[src/hw/rtl/palette_pixel_run_to_lcd_bus_unit_defines.svh]
// Assertion macros shared by the palette pixel run to LCD bus unit.
`ifndef PALETTE_PIXEL_RUN_TO_LCD_BUS_UNIT_DEFINES_SVH
`define PALETTE_PIXEL_RUN_TO_LCD_BUS_UNIT_DEFINES_SVH

// Same-cycle implication, clocked on i_clk, off while i_rst_n is low.
`define PPLCD_ASSERT_NOW(lbl, ante, cons, msg) \
    lbl: assert property (@(posedge i_clk) disable iff (!i_rst_n) (ante) |-> (cons)) \
        else $error(msg);

// Next-cycle implication, clocked on i_clk, off while i_rst_n is low.
`define PPLCD_ASSERT_NEXT(lbl, ante, cons, msg) \
    lbl: assert property (@(posedge i_clk) disable iff (!i_rst_n) (ante) |=> (cons)) \
        else $error(msg);

`endif

[src/hw/rtl/pplcd_pkg.sv]
// Shared types, constants, microcode table and helpers of the LCD bus unit.
package pplcd_pkg;

    localparam int PALETTE_DEPTH = 256;
    localparam int COORD_BITS    = 11;

    localparam int PAL_AW    = $clog2(PALETTE_DEPTH);
    localparam logic [8:0] PAL_LIMIT = 9'(PALETTE_DEPTH);
    localparam logic [10:0] COORD_MASK = 11'((32'd1 << COORD_BITS) - 32'd1);
    localparam logic [10:0] END_COL_RST = 11'd319;

    localparam int IN_TDATA_W  = 80;
    localparam int APB_AW      = 3;
    localparam logic [APB_AW-1:0] REG_END_COL = 3'd0;

    // display commands
    localparam logic [7:0] CMD_CASET = 8'h2A;
    localparam logic [7:0] CMD_PASET = 8'h2B;
    localparam logic [7:0] CMD_RAMWR = 8'h2C;

    typedef enum logic [1:0] {
        MODE_PAL_WR = 2'd0,
        MODE_START  = 2'd1,
        MODE_DATA   = 2'd2,
        MODE_RSVD   = 2'd3
    } t_mode;

    typedef enum logic [1:0] {
        DEPTH_1BPP = 2'd0,
        DEPTH_4BPP = 2'd1,
        DEPTH_8BPP = 2'd2,
        DEPTH_RSVD = 2'd3
    } t_depth;

    typedef enum logic [3:0] {
        SRC_NONE, SRC_CASET, SRC_PASET, SRC_RAMWR,
        SRC_X_HI, SRC_X_LO, SRC_E_HI, SRC_E_LO, SRC_Y_HI, SRC_Y_LO,
        SRC_PIX0, SRC_PIX1, SRC_PIX2
    } t_src;

    typedef enum logic [1:0] {
        LAST_NO, LAST_YES, LAST_PIX
    } t_lastk;

    typedef enum logic [2:0] {
        JMP_NEXT, JMP_DISPATCH, JMP_PTEST, JMP_PLOOP, JMP_IDLE
    } t_jmp;

    typedef logic [3:0] t_step;

    localparam t_step ST_IDLE  = 4'd0;
    localparam t_step ST_CASET = 4'd1;
    localparam t_step ST_XH    = 4'd2;
    localparam t_step ST_XL    = 4'd3;
    localparam t_step ST_EH    = 4'd4;
    localparam t_step ST_EL    = 4'd5;
    localparam t_step ST_PASET = 4'd6;
    localparam t_step ST_YH0   = 4'd7;
    localparam t_step ST_YL0   = 4'd8;
    localparam t_step ST_YH1   = 4'd9;
    localparam t_step ST_YL1   = 4'd10;
    localparam t_step ST_RAMWR = 4'd11;
    localparam t_step ST_PTEST = 4'd12;
    localparam t_step ST_PIX0  = 4'd13;
    localparam t_step ST_PIX1  = 4'd14;
    localparam t_step ST_PIX2  = 4'd15;

    typedef struct packed {
        logic   emit;
        t_src   src;
        logic   is_data;
        t_lastk lastk;
        t_jmp   jmp;
        logic   rd;
        logic   adv;
    } t_cw;

    // datapath status seen by the sequencer
    typedef struct packed {
        logic  in_fire;
        t_mode mode;
        logic  pix_ok;
        logic  next_ok;
        logic  out_free;
    } t_cond;

    // sequencer outputs to the datapath
    typedef struct packed {
        t_cw  cw;
        logic fire;
        logic done;
        logic idle;
    } t_ctl;

    function automatic t_cw cw_make(input logic emit, input t_src src,
                                    input logic is_data, input t_lastk lastk,
                                    input t_jmp jmp, input logic rd,
                                    input logic adv);
        t_cw w;
        w.emit    = emit;
        w.src     = src;
        w.is_data = is_data;
        w.lastk   = lastk;
        w.jmp     = jmp;
        w.rd      = rd;
        w.adv     = adv;
        return w;
    endfunction

    // control store
    function automatic t_cw ucode_word(input t_step a);
        t_cw w;
        unique case (a)
            ST_IDLE:  w = cw_make(1'b0, SRC_NONE,  1'b0, LAST_NO,  JMP_DISPATCH, 1'b0, 1'b0);
            ST_CASET: w = cw_make(1'b1, SRC_CASET, 1'b0, LAST_NO,  JMP_NEXT,     1'b0, 1'b0);
            ST_XH:    w = cw_make(1'b1, SRC_X_HI,  1'b1, LAST_NO,  JMP_NEXT,     1'b0, 1'b0);
            ST_XL:    w = cw_make(1'b1, SRC_X_LO,  1'b1, LAST_NO,  JMP_NEXT,     1'b0, 1'b0);
            ST_EH:    w = cw_make(1'b1, SRC_E_HI,  1'b1, LAST_NO,  JMP_NEXT,     1'b0, 1'b0);
            ST_EL:    w = cw_make(1'b1, SRC_E_LO,  1'b1, LAST_NO,  JMP_NEXT,     1'b0, 1'b0);
            ST_PASET: w = cw_make(1'b1, SRC_PASET, 1'b0, LAST_NO,  JMP_NEXT,     1'b0, 1'b0);
            ST_YH0:   w = cw_make(1'b1, SRC_Y_HI,  1'b1, LAST_NO,  JMP_NEXT,     1'b0, 1'b0);
            ST_YL0:   w = cw_make(1'b1, SRC_Y_LO,  1'b1, LAST_NO,  JMP_NEXT,     1'b0, 1'b0);
            ST_YH1:   w = cw_make(1'b1, SRC_Y_HI,  1'b1, LAST_NO,  JMP_NEXT,     1'b0, 1'b0);
            ST_YL1:   w = cw_make(1'b1, SRC_Y_LO,  1'b1, LAST_NO,  JMP_NEXT,     1'b0, 1'b0);
            ST_RAMWR: w = cw_make(1'b1, SRC_RAMWR, 1'b0, LAST_YES, JMP_IDLE,     1'b0, 1'b0);
            ST_PTEST: w = cw_make(1'b0, SRC_NONE,  1'b0, LAST_NO,  JMP_PTEST,    1'b1, 1'b0);
            ST_PIX0:  w = cw_make(1'b1, SRC_PIX0,  1'b1, LAST_NO,  JMP_NEXT,     1'b0, 1'b0);
            ST_PIX1:  w = cw_make(1'b1, SRC_PIX1,  1'b1, LAST_NO,  JMP_NEXT,     1'b0, 1'b0);
            ST_PIX2:  w = cw_make(1'b1, SRC_PIX2,  1'b1, LAST_PIX, JMP_PLOOP,    1'b1, 1'b1);
        endcase
        return w;
    endfunction

    // number of pixel slots in one data byte
    function automatic logic [3:0] slot_limit(input t_depth d);
        logic [3:0] r;
        unique case (d)
            DEPTH_1BPP: r = 4'd8;
            DEPTH_4BPP: r = 4'd2;
            DEPTH_8BPP: r = 4'd1;
            DEPTH_RSVD: r = 4'd0;
        endcase
        return r;
    endfunction

    // palette index held in a given slot, MSB-first
    function automatic logic [7:0] slot_index(input logic [7:0] b, input t_depth d,
                                              input logic [3:0] pos);
        logic [7:0] r;
        unique case (d)
            DEPTH_1BPP: r = {7'd0, b[~pos[2:0]]};
            DEPTH_4BPP: r = pos[0] ? {4'd0, b[3:0]} : {4'd0, b[7:4]};
            DEPTH_8BPP: r = b;
            DEPTH_RSVD: r = 8'd0;
        endcase
        return r;
    endfunction

endpackage

[src/hw/rtl/pplcd_seq.sv]
// Microcode sequencer: step counter, control store and jump logic.
`include "palette_pixel_run_to_lcd_bus_unit_defines.svh"

module pplcd_seq
    import pplcd_pkg::*;
(
    input  logic  i_clk,
    input  logic  i_rst_n,
    input  t_cond i_cond,
    output t_ctl  o_ctl
);

    t_step r_step;
    t_step n_step;
    t_cw   cw;
    logic  fire;

    assign cw   = ucode_word(r_step);
    // emitting steps wait for room in the output register
    assign fire = cw.emit ? i_cond.out_free : 1'b1;

    always_comb begin
        n_step = r_step;
        unique case (cw.jmp)
            JMP_NEXT: begin
                if (fire) n_step = r_step + 4'd1;
            end
            JMP_DISPATCH: begin
                priority if (i_cond.in_fire && i_cond.mode == MODE_START) n_step = ST_CASET;
                else if (i_cond.in_fire && i_cond.mode == MODE_DATA) n_step = ST_PTEST;
                else n_step = ST_IDLE;
            end
            JMP_PTEST: begin
                n_step = i_cond.pix_ok ? ST_PIX0 : ST_IDLE;
            end
            JMP_PLOOP: begin
                if (fire) n_step = i_cond.next_ok ? ST_PIX0 : ST_IDLE;
            end
            JMP_IDLE: begin
                if (fire) n_step = ST_IDLE;
            end
            default: n_step = ST_IDLE;
        endcase
    end

    always_ff @(posedge i_clk) begin
        if (!i_rst_n) begin
            r_step <= ST_IDLE;
        end else begin
            r_step <= n_step;
        end
    end

    assign o_ctl.cw   = cw;
    assign o_ctl.fire = fire;
    assign o_ctl.done = (cw.jmp == JMP_PTEST && !i_cond.pix_ok) ||
                        (cw.jmp == JMP_PLOOP && fire && !i_cond.next_ok);
    assign o_ctl.idle = (r_step == ST_IDLE);

    `PPLCD_ASSERT_NOW(a_fire_only_idle, i_cond.in_fire, r_step == ST_IDLE, "beat taken while busy")
    `PPLCD_ASSERT_NEXT(a_start_to_window, i_cond.in_fire && i_cond.mode == MODE_START, r_step == ST_CASET, "run start did not enter window program")
    `PPLCD_ASSERT_NEXT(a_stall_holds, !fire, $stable(r_step), "step moved during output stall")
    `PPLCD_ASSERT_NEXT(a_done_to_idle, o_ctl.done, r_step == ST_IDLE, "byte end did not return to idle")

endmodule

[config.mk]
export PLATFORM = sky130hd
export DESIGN_NAME = pplcd_seq
export DESIGN_NICKNAME = d
export VERILOG_FILES = /design/src/hw/rtl/pplcd_pkg.sv /design/src/hw/rtl/pplcd_seq.sv
export VERILOG_INCLUDE_DIRS = /design/src /design/src/hw/rtl
export SDC_FILE = /design/constraint.sdc
export NUM_CORES = 1
export LEC_CHECK = 0
export BUFFER_PORTS_ARGS = -buffer_cell sky130_fd_sc_hd__buf_2
export CORE_ASPECT_RATIO = 1.2
export CORE_MARGIN = 2
export CORE_UTILIZATION = 50
export DETAILED_ROUTE_END_ITERATION = 10
export PLACE_DENSITY = 0.74
export RECOVER_POWER = 100
export SLEW_MARGIN = 15
export SYNTH_ARGS = -nofsm -noshare
export SYNTH_HDL_FRONTEND = slang
export SYNTH_SLANG_ARGS = --single-unit
export TNS_END_PERCENT = 5
[constraint.sdc]
create_clock -name i_clk -period 2.4 [get_ports i_clk]
set_input_delay 0.48 -clock i_clk [delete_from_list [all_inputs] [get_ports i_clk]]
set_output_delay 0.48 -clock i_clk [all_outputs]
set_load 0.05 [all_outputs]
==> qor.yml <==
synth:
  synthFlopType: "dfxtp_1"
  synthArstFlopShare_pct: 0
  yosysUniqueCellTypes: 40
  synth_seq_cells: 14
  netlist_area_mm2: 0.00103
  ys_seq_area_share_pct: 27.3
  syn_avg_cell_area_um2: 9.61
  syn_nets: 125
  synth_cells: 107
  synth_edf_count: 0
  ys_warn_count: 0
route:
  drt_iter0_drc: 22
  drcViolationCount: 0
  routed_via_density: 5.76
  routedWlPerCell_um: 14.1
  drtAntennaViolNets: 0
  drt_first_pass_iters: 4
  via_count: 870
  detail_route.wirelength_um: 2130
clock_network:
  h-tree-depth: 1
  cts.path.max_buffers: 2
  clockRootBuffer: "clkbuf_4"
  hold_buffers: 0
  cts-buffers-inserted: 3
  cts.clk_slew.worst_paths_ns: 0.09
  clk_latency_ns: 0.29
  clock-sinks: 14
  cts_tree: "yes"
power:
  power.density_mw_per_mm2: 702
  ir_worst_vdd_uv: 413
  p_leak_nw: 0.494
floorplanning:
  die_w_um: 45.4
  rows: 18
  start_util_pct: 51.3
  die_area_mm2: 0.00244
  core_area_mm2: 0.00200
  die_height_um: 53.7
  ios: 24
worst_setup_path:
  start_kind: "flop"
  critical-path-max-stage-delay_ns: 0.44
  critPathArrivalTime_ns: 2.51
  crit_chain: "mux2_4 > a22o_2 > a32o_1 > ha_1 > and2_1 > a221oi_1 > mux2i_1 > o2bb2ai_1"
  worstPathRequired_ns: 2.63
  path_max_fanout: 12
  crit_type: "reg2reg"
  r2r-start: "cw[2]"
  crit_start: "cw[2]"
  crit_path_end_kind: "flop"
  cp_slowest_cell: "dfxtp_4"
hold_path:
  hp-start: "i_rst_n"
  min_path_type: "in2reg"
sta:
  clock.fmax_ghz: 0.438
  fin_ws_ns: 0.119
  skew_ns: 0.00811
  min_period_over_period_pct: 95.1
  finalSetupViolations: 0
  slew_headroom_pct: 58.9
  tightest_slew_ns: 0.610
  slew_viol_final: 0
  tns_ns: 0
  finalHoldViolations: 0
  post-route-min-period_ns: 2.28
  holdWs_ns: 0.576
  rsz0062_at_grt: "false"
placement:
  postPlaceCellArea_mm2: 0.00113
  port_buffers: 23
  dp_hpwl_um: 1680
  gp_congestion: 0.913
  place_ws_ns: 0.0109
global_route:
  grt_overflow: 0
  grt_antenna_before_repair: 0
  grt_pass1_wl_um: 3430
  grt_max_degree: 13
  grtUsageTotal_pct: 19.5
  first_global_vias: 812
cells_and_area:
  nNetsFinal: 150
  syn_to_final_growth_pct: 11.6
  seqCellArea_um2: 285
  antenna_cells: 0
  drive_above_1_share_pct: 22.1
  final_cell_area_mm2: 0.00115
  multi_input_area_um2: 634
  fill_cells: 189
run:
  maxCapViolCount: 0
outcome:
  status: "completed"
==> cells in the mapped netlist (2+ instances only) <==
library cell / instances / area share [%]
nor2_1: 6 / 2.2
mux2i_1: 4 / 3.9
nand2_1: 6 / 2.2
o2bb2ai_1: 2 / 1.7
a21oi_1: 6 / 2.9
a22o_2: 2 / 1.9
ha_1: 10 / 12
nor2b_1: 2 / 1.2
buf_6: 3 / 3.3
xor2_1: 2 / 1.7
a32o_1: 3 / 2.9
xnor2_1: 2 / 1.7
o21ai_0: 4 / 1.9
a211oi_1: 3 / 2.2
dfxtp_1: 14 / 27
buf_4: 4 / 2.9
and2_1: 2 / 1.2
inv_1: 9 / 3.3
nor3_1: 2 / 0.97
==> where the power goes <==
group / internal (W) / switching, W
Sequential: 0.000263 / 0.0000330
Combinational: 0.000113 / 0.000226
Clock: 0.0000924 / 0.0000781
Total: 0.000469 / 0.000337
==> layout by cell type, fill, tap and decap left out, drive strengths merged, types with 6 or more instances in the layout <==
| master | Yosys | routed |
|---|---|---|
| inv | 9 | 9 |
| dfxtp | 14 | 14 |
| a21oi | 7 | 7 |
| nand2 | 6 | 6 |
| clkbuf | 0 | 20 |
| ha | 10 | 10 |
| nor2 | 6 | 6 |
| buf | 8 | 12 |
==> state kept, by name, indices dropped and copies added (netlist names) <==
| name | count |
|---|---|
| r_step | 4 |
| cw | 10 |
==> cell families after synthesis <==
| logic type | after synthesis | synth area share, % |
|---|---|---|
| AO/OA/AOI/OAI | 29 | 24.9 |
| XOR/XNOR | 4 | 3.41 |
| multiplexers | 5 | 5.35 |
| adder cells (fa/ha/maj) | 10 | 12.2 |
| buffers and inverters | 17 | 10.9 |
| flip-flops | 14 | 27.3 |
| AND/OR/NAND/NOR | 28 | 15.9 |
==> worst paths after layout <==
path / cells past startpoint / to / slack (ns)
setup / recovery: 8 / cw[7] / 0.12
hold / removal: 2 / r_step[0] / 0.58
setup reg to reg: 8 / cw[7] / 0.12
hold reg to reg: 1 / r_step[0] / 0.64
==> timing repair <==
item                                    in CTS  in global routing
resized for setup                            0                  1
buffers inserted                             0                  0
endpoints found under the setup margin       0                  1
==> final cells by class <==
cell class | count | area share, %
multi-input combinational | 76 | 55.3
clock buffer | 4 | 3.16
timing repair buffer | 28 | 11.6
tap | 20 | 2.18
inverter | 9 | 2.94
sequential | 14 | 24.9
==> critical path, delay by kind of cell (launching register included) <==
| family | cells | cell delay (ns) |
|---|---|---|
| AOI/OAI and AO/OA | 4 | 0.91 |
| muxes | 2 | 0.45 |
| DFF | 1 | 0.44 |
| adders and majority gates | 1 | 0.26 |
| and+or+nand+nor | 1 | 0.15 |
==> per-layer routing <==
metal	wire (um)	vias to the layer above	track usage [%]
met4	49	0	11.3
met2	1130	34	35.9
met5	0	-	0
met3	81	5	2.35
met1	870	398	20.7
li1	-	433	-
==> metrics by stage <==
step / total power, W / std cells / util, %
after floorplan: 0.000586 / 107 / -
after global placement: 0.000642 / 147 / 56.4
after detailed placement: 0.000648 / 147 / 56.4
after CTS: 0.000812 / 151 / 58.2
after global routing: 0.000850 / 151 / 57.2
final: 0.000806 / 151 / 57.2
(Power assumes the default switching activity.)
